### src/acf_isqrt_cell.sv
// one step of the digit-by-digit integer square root
// no package needed; step selects the trial bit
module acf_isqrt_cell (
    input  logic        clk,
    input  logic [4:0]  step,
    input  logic [63:0] n_in,
    input  logic [63:0] res_in,
    output logic [63:0] n_out,
    output logic [63:0] res_out
);
    logic [63:0] bitv, trial;
    logic [63:0] n_reg, n_next, res_reg, res_next;

    always_comb
    begin
        bitv  = 64'd1 << (6'd62 - {step, 1'b0});
        trial = res_in + bitv;
        if (n_in >= trial)
        begin
            n_next   = n_in - trial;
            res_next = (res_in >> 1) + bitv;
        end
        else
        begin
            n_next   = n_in;
            res_next = res_in >> 1;
        end
    end

    always_ff @(posedge clk)
    begin
        n_reg   <= n_next;
        res_reg <= res_next;
    end

    assign n_out   = n_reg;
    assign res_out = res_reg;
endmodule

### config.mk
export PLATFORM = sky130hd
export DESIGN_NAME = acf_isqrt_cell
export DESIGN_NICKNAME = d
export VERILOG_FILES = /design/src/acf_isqrt_cell.sv
export SDC_FILE = /design/constraint.sdc
export NUM_CORES = 1
export LEC_CHECK = 0
export BUFFER_PORTS_ARGS = -buffer_cell sky130_fd_sc_hd__buf_2
export CORE_MARGIN = 5
export CORE_UTILIZATION = 45
export CTS_CLUSTER_DIAMETER = 120
export CTS_CLUSTER_SIZE = 24
export DETAILED_ROUTE_END_ITERATION = 12
export PLACE_DENSITY = 0.68
export SYNTH_ARGS = -nofsm -noshare
export SYNTH_HDL_FRONTEND = slang
export SYNTH_SLANG_ARGS = --single-unit
export TNS_END_PERCENT = 20
### constraint.sdc
create_clock -name clk -period 7.45 [get_ports clk]
set_input_delay 1.1175 -clock clk [delete_from_list [all_inputs] [get_ports clk]]
set_output_delay 1.1175 -clock clk [all_outputs]
set_load 0.05 [all_outputs]
==> flow_summary.toml <==
[power]
fin_total_pwr_w = 0.00299
seqPwrFrac_pct = 27.3
internal-power_w = 0.00165
pwr_density_cell_nw_per_um2 = 199
p_sw_share_pct = 44.9
combPwrFrac_pct = 43.9
switching_power_w = 0.00134
clock_power_share_pct = 28.8
power.leakage_nw = 6.60
max-vdd-ir-drop_uv = 130

[timing]
finalCritPeriodShare_pct = 90.7
setup_tns_ps = 0
max_freq_ghz = 0.148
worstMarginPinSlew_ps = 683
drv_slew = 0
hold_viol = 0
setup_violations = 0
rsz0062_at_grt = "no"
min_period_ps = 6760
relSlewSlack_pct = 54.1

[synth]
syn_area_per_cell_um2 = 7.36
synth_fp_nets = 2001
ys_seq_area_share_pct = 20.0
synth_commonest_cells = "nor2_1, nand2_1, a21oi_1"
yosysTopAreaCell = "dfxtp_1"
synth.area.top_cells = "dfxtp_1, ha_1, a21oi_1"
ys_warn_count = 0
ys_types = 90
synthCells = 1740
synthFlopType = "dfxtp_1"
yosys_register_bits = 128
yosysTopAreaCellShare_pct = 20.0
synth-async-reset-ratio_pct = 0
synth_edf_count = 0
syn_area_um2 = 12800
yosysMostFrequentCell = "nor2_1"

[final_layout]
fill_cells = 2827
drive_gt1_share_pct = 18.1
final_core_util_pct = 53.8
area_growth_pct = 17.3
nNetsFinal = 2222

[clock_tree]
cts_inserted_buffers = 17
postCtsSetupBuffers = 0
cts-hold-fix-buffers = 0
cts_root_buf = "clkbuf_16"
htreeDepth = 4
cts_tree = "done"
clock_sinks = 128
clk_pin_slew_ps = 70
cts_resized = 0
cts_buffer_depth = 2

[detailed_routing]
drcViolationCount = 0
drt_wl_total_um = 44900
wl_per_cell_um = 19.0
num_vias = 13900
vias_per_cell = 5.88
ant_nets = 0
drt_iter0_markers = 1356
first_pass_iters = 6

[die]
core-area_um2 = 27900
chipHeight_um = 179
start_util_pct = 45.9
num_rows = 61
die_w_um = 179
ios = 262
dieArea_um2 = 31900

[placement]
gp_congestion = 0.983
io_buffers = 261
dp_hpwl_um = 36000

[worst_setup_path]
endpoint_kind = "register"
worstSetupPathType = "in2reg"
start_kind = "input port"
worstPathArrival_ps = 7080
cp.required_ps = 7770
critPathMaxFanout = 52

[grt]
grt_pass1_vias = 12900
grt_usage_pct = 27.0
antenna_found_initial = 9
grt_overflow = 0
grt_pass1_wl_um = 68800
grt_max_degree = 64

[min_path]
min_path_type = "in2reg"

[run]
maxCapViolations = 0

[status]
status = "completed"
==> kinds of logic after synthesis <==
| kind of cell | Yosys count | synth area share [%] |
|---|---|---|
| AOI/OAI and AO/OA | 568 | 28.6 |
| xor gates and xnor gates | 177 | 12.1 |
| adders and majority gates | 130 | 12.7 |
| buffers and inverters | 105 | 3.46 |
| DFF | 128 | 20.0 |
| muxes | 6 | 0.498 |
| and+or+nand+nor | 626 | 22.7 |
==> through the flow <==
stage / worst slack (ps) / instance area, um^2 / hold WS, ps / cells
after global placement: 443 / 14400 / 1340 / 2320
final: 691 / 15000 / 898 / 2357
after detailed placement: 344 / 14400 / 1340 / 2320
after CTS: 780 / 15000 / 890 / 2352
after floorplan: 1050 / 12800 / 1210 / 1740
after global routing: 143 / 15000 / 906 / 2356
==> flip-flops by register name (all words and copies together) (netlist names) <==
register,count
res_out,64
n_out,64
==> final timing paths <==
check / from / to / slack (ps) / cells past startpoint
max: step[4] / res_out[25] / 690 / 27
min: n_in[17] / n_out[17] / 900 / 3
==> layout by cell type (no fill, tap or decap), types with 6 or more instances in the layout <==
cell type	instances
a21o_1	60
o31a_1	6
inv_1	31
xor2_1	86
o211ai_1	12
buf_2	261
nor2b_1	17
dfxtp_1	128
a21oi_1	167
nand2_1	188
o41ai_1	6
o31ai_1	11
and2_1	22
nand2b_1	13
and3_1	17
a31oi_1	61
a211oi_1	6
o21ai_0	114
xnor2_1	91
buf_4	10
a31o_2	15
nand4_1	34
nand3_1	39
clkbuf_16	17
nor2_1	206
nor3_1	33
o21a_1	17
o21bai_1	31
or3_1	17
ha_1	126
==> critical path, cell delays in order <==
cell and delay [ps]:
buf_2 170, nand3_1 240, nor2_1 210, ha_1 300, a21o_1 200, a31oi_1 290
nor3_1 110, a21oi_1 300, o21ai_1 190, a222oi_1 370, buf_4 190, nand4b_1 150
a31o_2 330, a31oi_1 190, xor2_1 250, ha_1 370, a21o_1 190, a21oi_1 150
o21bai_1 100, a221oi_1 230, o21ai_0 190, a211oi_2 410, buf_4 200, nand2_4 80
buf_12 180, and2_1 190, xnor2_1 120
==> routing by layer <==
layer  global-route usage, %  share of wire (%)  vias to the layer above  routed length, um
met4                    8.38                2.3                        8               1040
met2                    40.5                 42                      631              19000
met3                    4.60                8.4                       81               3770
met5                       0              0.094                        -                 42
li1                        -                  -                     6798                  -
met1                    39.6                 47                     6333              21000
==> power by group through the flow <==
stage               clock network (W)  registers, W  logic [W]
floorplan                           0       0.00120   0.000570
finish                       0.000859      0.000816    0.00131
detailed placement                  0      0.000830    0.00129
global route                 0.000896      0.000824    0.00140
CTS                          0.000866      0.000816    0.00130
global placement                    0      0.000830    0.00129
==> cell type report <==
class | count | area [um^2] | area share (%)
multi-input cells | 1507 | 9820 | 65.3
flip-flops and latches | 128 | 2560 | 17.0
repair buffers | 276 | 1480 | 9.86
well taps | 378 | 473 | 3.15
clock buffers | 18 | 439 | 2.92
clock inverters | 14 | 131 | 0.874
inverters | 31 | 116 | 0.774
diodes | 5 | 12.5 | 0.0832
Note: power is estimated with default switching activity, not from simulation.
