### config.mk
export PLATFORM = sky130hd
export DESIGN_NAME = acf_cordic_cell
export DESIGN_NICKNAME = d
export VERILOG_FILES = /design/src/acf_pkg.sv /design/src/acf_cordic_cell.sv
export SDC_FILE = /design/constraint.sdc
export NUM_CORES = 1
export LEC_CHECK = 0
export ABC_AREA = 1
export BUFFER_PORTS_ARGS = -buffer_cell sky130_fd_sc_hd__buf_2
export CAP_MARGIN = 20
export CORE_MARGIN = 2
export CORE_UTILIZATION = 60
export CTS_BUF_LIST = sky130_fd_sc_hd__clkbuf_8 sky130_fd_sc_hd__clkbuf_16
export CTS_CLUSTER_DIAMETER = 100
export CTS_CLUSTER_SIZE = 12
export DETAILED_ROUTE_END_ITERATION = 16
export PLACE_DENSITY = 0.83
export SLEW_MARGIN = 40
export SYNTH_ARGS = -nofsm -noshare
export SYNTH_HDL_FRONTEND = slang
export SYNTH_SLANG_ARGS = --single-unit
### constraint.sdc
create_clock -name clk -period 6 [get_ports clk]
set_clock_uncertainty 0.15 [all_clocks]
set_input_delay 0.9 -clock clk [delete_from_list [all_inputs] [get_ports clk]]
set_output_delay 0.9 -clock clk [all_outputs]
set_load 0.02 [all_outputs]
### src/acf_pkg.sv
// shared types, constants and helpers of the astigmatic ctf evaluator
// no dependencies
package acf_pkg;

    localparam int CORDIC_STEPS = 24;

    // arctangent of 2^-i in turns, scale 2^-32
    localparam logic [31:0] ATAN_TURNS [CORDIC_STEPS] = '{
        32'd536870912, 32'd316933406, 32'd167458907, 32'd85004756,
        32'd42667331,  32'd21354465,  32'd10679838,  32'd5340245,
        32'd2670163,   32'd1335087,   32'd667544,    32'd333772,
        32'd166886,    32'd83443,     32'd41722,     32'd20861,
        32'd10430,     32'd5215,      32'd2608,      32'd1304,
        32'd652,       32'd326,       32'd163,       32'd81
    };

    localparam logic signed [33:0] CORDIC_START = 34'sd652032874;
    localparam logic signed [33:0] ONE_Q30      = 34'sd1073741824;

    typedef enum logic [2:0] {
        REG_CENTER_ROW  = 3'd0,
        REG_FREQ_STEP   = 3'd1,
        REG_DEFOCUS_SUM = 3'd2,
        REG_ASTIG_DIFF  = 3'd3,
        REG_ASTIG_ANGLE = 3'd4,
        REG_WAVELENGTH  = 3'd5,
        REG_SPHER_ABER  = 3'd6,
        REG_AMP_CONTR   = 3'd7
    } cfg_reg_t;

    typedef enum logic [1:0] {
        ACT_SIGN      = 2'd0,
        ACT_VALUE     = 2'd1,
        ACT_MAGNITUDE = 2'd2
    } action_t;

    // one cordic vector as it moves along the row of cells
    typedef struct packed {
        logic signed [33:0] x;
        logic signed [33:0] y;
        logic signed [33:0] z;
        logic               flip;
    } cordic_vec_t;

    // fold a phase in turns into the right half plane and build the seed vector
    function automatic cordic_vec_t rot_seed(input logic [31:0] phase);
        logic [31:0]  lifted;
        logic [31:0]  folded;
        cordic_vec_t  v;
        lifted = phase + 32'h4000_0000;
        folded = lifted[31] ? (phase ^ 32'h8000_0000) : phase;
        v.x    = CORDIC_START;
        v.y    = '0;
        v.z    = 34'(signed'(folded));
        v.flip = lifted[31];
        return v;
    endfunction

endpackage

### src/acf_cordic_cell.sv
// one cordic micro-rotation cell, vectoring or rotating
// depends on acf_pkg for the vector type and the arctangent table
module acf_cordic_cell (
    input  logic                clk,
    input  logic                en,
    input  logic                vec_mode,
    input  logic [4:0]          step,
    input  acf_pkg::cordic_vec_t vec_in,
    output acf_pkg::cordic_vec_t vec_out
);
    import acf_pkg::*;

    logic signed [33:0] xs, ys, angle;
    logic               down;
    cordic_vec_t        vec_reg, vec_next;

    always_comb
    begin
        xs    = vec_in.x >>> step;
        ys    = vec_in.y >>> step;
        angle = signed'({2'b00, ATAN_TURNS[step]});
        // vectoring drives y to zero, rotating drives z to zero
        down  = vec_mode ? (vec_in.y <= 0) : (vec_in.z >= 0);
        vec_next.flip = vec_in.flip;
        if (down)
        begin
            vec_next.x = vec_in.x - ys;
            vec_next.y = vec_in.y + xs;
            vec_next.z = vec_in.z - angle;
        end
        else
        begin
            vec_next.x = vec_in.x + ys;
            vec_next.y = vec_in.y - xs;
            vec_next.z = vec_in.z + angle;
        end
    end

    always_ff @(posedge clk)
    begin
        if (en)
        begin
            vec_reg <= vec_next;
        end
    end

    assign vec_out = vec_reg;
endmodule

==> results.yml, run 1 <==
placement:
  dp_cells: 3054
  place_ws_ns: 0.225
  placement.io_buffers: 213
  detailedPlacementHpwl_um: 45500
  gp_routability_congestion: 1.08
cts:
  post-cts-setup-buffer-count: 0
  ctsResizeCount: 0
  cts_max_level: 3
  clockRootBuffer: "clkbuf_16"
  ctsLongestPathBuffers: 2
  cts_tree: "done"
  worst_setup_hold_path_clk_slew_ns: 0.09
  cts_hold_buf: 0
  numCtsBuffers: 9
  sinks_on_clock_net: 103
yosys:
  ys.warnings.count: 0
  synth_ff_type: "edfxtp_1"
  synth_seq_area_share_pct: 19.7
  async_reset_ff_share_pct: 0
  post_synth_edffs: 103
  avgSynthCellArea_um2: 6.16
  syn-num-nets: 2773
  post_synth_num_cell_types: 47
  netlist_area_um2: 15700
  ys_ff_latch: 103
  syn_inst: 2549
worst_setup_path:
  crit_required_ns: 5.98
  worst-path-max-fanout: 25
  critical_path_arrival_ns: 5.63
  crit_path_end_kind: "register"
  critPathLaunchType: "input port"
  crit_type: "in2reg"
floorplan:
  design.core.area_um2: 25900
  num_rows: 59
  die-area_um2: 27500
  top_level_ports: 214
  floorplan.die.width_um: 166
  floorplan.initialDensity_pct: 60.6
  die_height_um: 166
timing:
  setup_tns_ns: 0
  grt_setup_unrepaired: "no"
  slew_violations: 0
  post-route-min-period_ns: 5.64
  timing.max_slew.rel_slack_pct: 50.5
  max_slew.worst_pin.slew_ns: 0.742
  post-route-period-util_pct: 94.1
  finalSetupViolations: 0
  hold-worst-slack_ns: 0.582
  postLayoutSetupSlackWorst_ns: 0.356
  hold_viol_final: 0
  max_fclk_mhz: 177
global_route:
  first_pass_grt_wire_length_um: 87700
  grt.total_usage_pct: 39.3
  antenna_found_initial: 0
  grt_pass1_vias: 17100
  global_route_congestion_overflow_total: 0
  grt_max_degree: 77
drt:
  firstDrtPassIters: 6
  finalWirelength_um: 56400
  post_drt_wl_per_cell_um: 18.4
  detailroute.via_count: 18600
  drc_errors_left: 0
  first_iter_violations: 2464
  route.detailed.vias_per_inst: 6.04
  route.antenna.remaining_nets: 0
power_and_ir_drop:
  power.ir.vdd_worst_mv: 0.245
  p_total_mw: 4.49
  cellLeakagePower_nw: 8.79
  power_density_nw_per_um2: 258
finish:
  post_route_cells_drive_above_1_share_pct: 12.5
  multiInputGateArea_um2: 11400
  largest_register_ff_count: 103
  final_nets: 2954
  antenna_cells: 0
  final-instance-count-excl-fill: 3070
  ff_latch_area_um2: 3090
  areaGrowthSynthToFinish_pct: 10.9
  nFillCells: 2440
min_path:
  min_path_type: "in2reg"
run_status:
  outcome: "completed"
flow_run:
  maxCapViolCount: 0
layer usage:
metal	vias to the layer above	part of all wire [%]	track usage (%)
met1	8368	40	51.3
li1	8911	-	-
met2	1105	45	63.6
met4	0	4.4	16.1
met5	-	0	0
met3	172	10	7.89
synthesized netlist by cell type (3+ instances only):
| cell type | number | area, µm² |
|---|---|---|
| inv_2 | 11 | 41.3 |
| buf_6 | 4 | 45.0 |
| o21ai_1 | 9 | 45.0 |
| buf_1 | 12 | 45.0 |
| o211ai_1 | 20 | 150 |
| o221ai_1 | 4 | 35.0 |
| xnor2_1 | 50 | 438 |
| nand2_1 | 815 | 3060 |
| nand3_2 | 5 | 50.1 |
| nor2_4 | 5 | 56.3 |
| o21a_1 | 8 | 60.1 |
| a21oi_1 | 144 | 721 |
| nand3_1 | 412 | 2060 |
| o21ai_0 | 96 | 480 |
| a31oi_1 | 6 | 37.5 |
| a21o_1 | 15 | 113 |
| o2111ai_1 | 3 | 26.3 |
| ha_1 | 110 | 1380 |
| edfxtp_1 | 103 | 3090 |
| nor2_2 | 15 | 93.8 |
| nor3_1 | 25 | 125 |
| nand4_1 | 35 | 219 |
| buf_4 | 7 | 52.6 |
| buf_2 | 38 | 190 |
| nand2_2 | 19 | 119 |
| nor2_1 | 183 | 687 |
| a21oi_2 | 3 | 26.3 |
| o31ai_1 | 3 | 22.5 |
| clkbuf_1 | 25 | 93.8 |
| xor2_1 | 112 | 981 |
| nor4_1 | 12 | 75.1 |
| nand3b_1 | 4 | 30.0 |
| fa_1 | 3 | 60.1 |
| o21ai_2 | 3 | 26.3 |
| inv_1 | 208 | 781 |
| a211oi_1 | 7 | 52.6 |
power by group:
| group | total (mW) | internal (mW) | switching (mW) |
|---|---|---|---|
| clock network | 0.627 | 0.293 | 0.334 |
| logic | 2.71 | 0.893 | 1.82 |
| registers | 1.15 | 1.10 | 0.0492 |
layout make-up:
cell class,count,share of cell area [%]
multi-input combinational,2139,65.2
sequential,103,17.8
timing repair buffer,256,8.20
inverter,221,4.79
tap,335,2.41
clock buffer,9,1.29
clock inverter,7,0.381
placed cells by master (no fill, tap or decap), drive strengths merged, types with 4 or more instances in the layout:
cell      n
a21o     15
a211oi    7
nand3b    4
buf     256
edfxtp  103
xor2    112
nor4     12
nand3   417
xnor2    50
nor2    203
o221ai    4
a21oi   147
nand2   834
o21ai   110
inv     224
o21a      8
clkbuf    9
a31oi     6
nand4    35
nor3     26
o211ai   20
ha      110
per-stage QoR:
step	area, µm²	utilization [%]
after floorplan	15700	-
after global placement	17100	66.1
after detailed placement	17100	66.1
after CTS	17400	67.2
after global routing	17400	67.2
final	17400	67.2
cell families after synthesis:
group,synth area share (%)
simple gates,42.2
compound gates,11.8
buf+inv,8.03
xor+xnor,9.04
fa+ha+maj,9.15
flops,19.7
final timing paths:
kind | startpoint | depth (start not counted) | endpoint
worst max-delay path | step[1] | 26 | vec_out[68]$_DFFE_PP_
worst min-delay path | vec_in[0] | 1 | vec_out[0]$_DFFE_PP_
critical path, cell delays in order:
cell	delay [ns]
buf_2	0.14
inv_4	0.24
buf_4	0.25
nand3_1	0.11
nand3_1	0.13
nand3_1	0.15
nand3_1	0.18
nand2_1	0.10
inv_1	0.08
ha_1	0.15
inv_1	0.06
nor3_1	0.27
nand2_1	0.16
nor2_1	0.24
nor2_1	0.08
xor2_1	0.20
inv_1	0.12
ha_1	0.39
nand2_1	0.16
nor2_1	0.20
nand2_1	0.13
nor4b_1	0.48
nand3_1	0.17
o2111ai_1	0.29
nand3b_1	0.18
nand2_1	0.06
Note: power is estimated with default switching activity, not from simulation.
==> run 2: changes to the inputs <==
--- a/config.mk
+++ b/config.mk
@@ -15,6 +15,7 @@
 export CTS_CLUSTER_SIZE = 12
 export DETAILED_ROUTE_END_ITERATION = 16
 export PLACE_DENSITY = 0.83
+export REMOVE_ABC_BUFFERS = 1
 export SLEW_MARGIN = 40
 export SYNTH_ARGS = -nofsm -noshare
 export SYNTH_HDL_FRONTEND = slang
==> results.yml, run 2 (synthesis gave the netlist of run 1 again) <==
cts:
  sinks_on_clock_net: 103
  worst_setup_hold_path_clk_slew_ns: 0.08
  cts_tree: "done"
  cts_max_level: 3
  post-cts-setup-buffer-count: 0
  clockRootBuffer: "clkbuf_16"
  cts_hold_buf: 0
  ctsResizeCount: 0
  ctsLongestPathBuffers: 2
  numCtsBuffers: 9
timing:
  post-route-min-period_ns: 5.60
  hold_viol_final: 0
  slew_violations: 0
  hold-worst-slack_ns: 0.551
  grt_setup_unrepaired: "no"
  postLayoutSetupSlackWorst_ns: 0.402
  finalSetupViolations: 0
  setup_tns_ns: 0
  timing.max_slew.rel_slack_pct: 48.0
  post-route-period-util_pct: 93.3
  max_fclk_mhz: 179
  max_slew.worst_pin.slew_ns: 0.779
placement:
  postPlaceCellArea_um2: 17100
  detailedPlacementHpwl_um: 45100
  gp_routability_congestion: 1.07
  place_ws_ns: 0.265
  dp_cells: 3055
  placement.io_buffers: 213
min_path:
  hold_start: "vec_in[0]"
  min_path_type: "in2reg"
finish:
  final_nets: 2955
  final_cell_mix: "nand2_1, nand3_1, buf_2, inv_1, nor2_1"
  utilization_after_layout_pct: 67.4
  final-instance-count-excl-fill: 3072
  layout_commonest_cell: "nand2_1"
  largest_register_ff_count: 103
  post-route-cell-area_um2: 17500
  post_route_cells_drive_above_1_share_pct: 12.6
  areaGrowthSynthToFinish_pct: 11.2
worst_setup_path:
  critical_path_arrival_ns: 5.58
  crit_required_ns: 5.98
  critical-path-top-cell-by-count: "nand2_1"
  crit_slowest_cell: "buf_4"
  critPathLaunchType: "input port"
  critPathMaxStageDelay_ns: 0.35
  worst-path-max-fanout: 33
  crit_path_start: "step[3]"
  crit_path_end_kind: "register"
  crit_type: "in2reg"
power_and_ir_drop:
  combPwrFrac_pct: 59.3
  p_total_mw: 4.50
  power_switching_mw: 2.17
  power.internal_mw: 2.33
  power_density_nw_per_um2: 258
  seq_power_share_pct: 25.6
  power.ir.vdd_worst_mv: 0.253
  switching_share_pct: 48.3
  power.share.clock_pct: 15.1
  cellLeakagePower_nw: 8.81
drt:
  first_iter_violations: 2218
  route.antenna.remaining_nets: 0
  route.detailed.vias_per_inst: 6.06
  firstDrtPassIters: 7
  drc_errors_left: 0
  detailroute.via_count: 18600
  finalWirelength_um: 55200
  post_drt_wl_per_cell_um: 18.0
global_route:
  first_pass_grt_wire_length_um: 86300
  antenna_found_initial: 2
  grt_max_degree: 77
  global_route_congestion_overflow_total: 0
  grt_pass1_vias: 17100
  grt.total_usage_pct: 38.6
run_status:
  outcome: "completed"
floorplan:
  die_height_um: 166
  floorplan.die.width_um: 166
  top_level_ports: 214
  num_rows: 59
  design.core.area_um2: 25900
  die-area_um2: 27500
  floorplan.initialDensity_pct: 60.6
flow_run:
  maxCapViolCount: 0
## run 2: cell types whose count changed in the layout (fill, tap and decap cells not counted)
cell	delta
inv_8	+2
clkinv_2	-1
diode_2	+1
inv_6	-2
bufinv_16	+1
clkinv_4	+1
clkinv_8	-1
buf_12	+1
## run 2: metal layers
metal | vias up | routed length, µm | GRT usage, % | part of all wire (%)
met5 | - | 11 | 0 | 0.020
met4 | 2 | 2960 | 18.5 | 5.4
met2 | 1058 | 25400 | 64.1 | 46
met3 | 186 | 5180 | 7.39 | 9.4
met1 | 8440 | 21700 | 48.4 | 39
li1 | 8920 | - | - | -
## run 2: area by class of cell
type                    count  area [µm²]
clock buffers               9         225
repair buffers            257        1450
inverters                 221         835
diodes                      1        2.50
well taps                 335         419
clock inverters             7        88.8
flip-flops and latches    103        3090
multi-input cells        2139       11400
fillers                  2439        8450
## run 2: final timing paths
kind  depth (start not counted)                     end  slack (ns)
max                          26  vec_out[102]$_DFFE_PP_        0.40
min                           1    vec_out[0]$_DFFE_PP_        0.55
## run 2: power by group through the flow
stage               Sequential (mW)  Clock (mW)  Combinational (mW)
floorplan                      1.45           0                1.53
finish                         1.15       0.679                2.67
detailed placement             1.17           0                2.60
CTS                            1.15       0.680                2.61
global placement               1.16           0                2.57
global route                   1.17       0.706                2.90
## run 2: worst max-delay path: cells and delay by family
kind	cells	cell delay [ns]
XOR/XNOR	1	0.14
AO/OA/AOI/OAI	6	1.61
adder cells (fa/ha/maj)	2	0.49
AND/OR/NAND/NOR	9	1.03
buffers and inverters	8	1.34
==> run 3: changes to the inputs <==
--- a/config.mk
+++ b/config.mk
@@ -9,12 +9,12 @@
 export BUFFER_PORTS_ARGS = -buffer_cell sky130_fd_sc_hd__buf_2
 export CAP_MARGIN = 20
 export CORE_MARGIN = 2
-export CORE_UTILIZATION = 60
+export CORE_UTILIZATION = 55
 export CTS_BUF_LIST = sky130_fd_sc_hd__clkbuf_8 sky130_fd_sc_hd__clkbuf_16
 export CTS_CLUSTER_DIAMETER = 100
 export CTS_CLUSTER_SIZE = 12
 export DETAILED_ROUTE_END_ITERATION = 16
-export PLACE_DENSITY = 0.83
+export PLACE_DENSITY = 0.77
 export REMOVE_ABC_BUFFERS = 1
 export SLEW_MARGIN = 40
 export SYNTH_ARGS = -nofsm -noshare
==> results.yml, run 3 (synthesis gave the netlist of run 1 again) <==
worst_setup_path:
  critical_path_arrival_ns: 5.58
  crit_family: "simple AND/OR/NAND/NOR gates"
  crit_path_end_kind: "register"
  worst-path-max-fanout: 28
  end_of_the_critical_path: "vec_out[68]$_DFFE_PP_"
  critPathLaunchType: "input port"
  critical-path-top-cell-by-count: "nand2_1"
  crit_slowest_cell: "nor4b_1"
  crit_cells: 28
  cp_num_buf_inv: 7
  crit_path_start: "step[0]"
  critPathMaxStageDelay_ns: 0.55
  crit_required_ns: 5.99
  crit_type: "in2reg"
cts:
  worst_setup_hold_path_clk_slew_ns: 0.09
  cts_hold_buf: 0
  ctsResizeCount: 0
  ctsLongestPathBuffers: 2
  sinks_on_clock_net: 103
  numCtsBuffers: 9
  cts_max_level: 3
  cts_tree: "done"
  post-cts-setup-buffer-count: 0
  clockRootBuffer: "clkbuf_16"
placement:
  detailedPlacementHpwl_um: 47600
  placement.io_buffers: 213
  gp_routability_congestion: 1.03
  dp_cells: 3100
drt:
  firstDrtPassIters: 8
  post_drt_wl_per_cell_um: 18.5
  route.detailed.vias_per_inst: 5.96
  finalWirelength_um: 57800
  detailroute.via_count: 18600
  first_iter_violations: 2178
  drc_errors_left: 0
  route.antenna.remaining_nets: 0
floorplan:
  design.core.area_um2: 27900
  floorplan.die.width_um: 173
  floorplan.initialDensity_pct: 56.2
  num_rows: 61
  top_level_ports: 214
  die-area_um2: 29900
  die_height_um: 173
power_and_ir_drop:
  cellLeakagePower_nw: 8.82
  power_density_nw_per_um2: 255
  power.ir.vdd_worst_mv: 0.228
global_route:
  global_route_congestion_overflow_total: 0
  first_pass_grt_wire_length_um: 90600
  grt.total_usage_pct: 37.7
  grt_max_degree: 62
  antenna_found_initial: 1
  grt_pass1_vias: 17400
finish:
  layout_commonest_cell: "nand2_1"
  largest_register_ff_count: 103
  multiInputGateArea_um2: 11400
  post_route_cells_drive_above_1_share_pct: 12.6
  ff_latch_area_um2: 3090
  areaGrowthSynthToFinish_pct: 11.6
  final-instance-count-excl-fill: 3116
  antenna_cells: 0
  final_nets: 2957
  nFillCells: 2779
  final_cell_mix: "nand2_1, nand3_1, buf_2, inv_1, nor2_1"
run_status:
  outcome: "completed"
timing:
  slew_violations: 0
  post-route-min-period_ns: 5.59
  max_slew.worst_pin.slew_ns: 0.879
  finalSetupViolations: 0
  max_fclk_mhz: 179
  timing.max_slew.rel_slack_pct: 41.0
  hold_viol_final: 0
  post-route-period-util_pct: 93.2
  grt_setup_unrepaired: "no"
  setup_tns_ns: 0
min_path:
  min_path_type: "in2reg"
  worst_hold_path_cell_count: 1
flow_run:
  maxCapViolCount: 0
-- run 3: routing by layer --
layer | routed length, µm | GRT usage, % | vias to the layer above
met3 | 5240 | 6.18 | 193
met5 | 14 | 0 | -
met4 | 2680 | 17.4 | 2
li1 | - | - | 8921
met1 | 23300 | 48.1 | 8421
met2 | 26500 | 62.3 | 1025
-- run 3: power breakdown --
group          internal [mW]  leakage (nW)  total [mW]  switching [mW]
logic                  0.891          7.66        2.69            1.80
registers               1.10          1.01        1.15          0.0485
clock network          0.293         0.145       0.624           0.331
-- run 3: cell type report --
class                   count  share of cell area, %
flip-flops and latches    103                   17.7
clock inverters             7                  0.371
inverters                 221                   4.76
repair buffers            259                   8.43
multi-input cells        2139                   64.8
clock buffers               9                   1.29
well taps                 378                   2.70
-- run 3: metrics by stage --
stage	utilization [%]	hold slack [ns]	total power [mW]	setup slack [ns]	cell area [µm²]
6_report	62.7	0.564	4.47	0.407	17500
5_1_grt	62.7	0.549	4.75	0.0493	17500
4_1_cts	62.7	0.555	4.41	0.566	17500
3_5_place_dp	61.7	0.946	3.79	0.190	17200
3_3_place_gp	61.7	0.926	3.76	0.265	17200
2_1_floorplan	-	0.849	2.98	-0.0303	15300
-- run 3: worst min path at each step --
stage | endpoint | slack, ns | start
3_5_place_dp | vec_out[0]$_DFFE_PP_ | 0.95 | vec_in[0]
2_1_floorplan | vec_out[0]$_DFFE_PP_ | 0.85 | vec_in[0]
4_1_cts | vec_out[0]$_DFFE_PP_ | 0.56 | vec_in[0]
6_report | vec_out[0]$_DFFE_PP_ | 0.56 | vec_in[0]
3_3_place_gp | vec_out[0]$_DFFE_PP_ | 0.93 | vec_in[0]
5_1_grt | vec_out[0]$_DFFE_PP_ | 0.55 | vec_in[0]
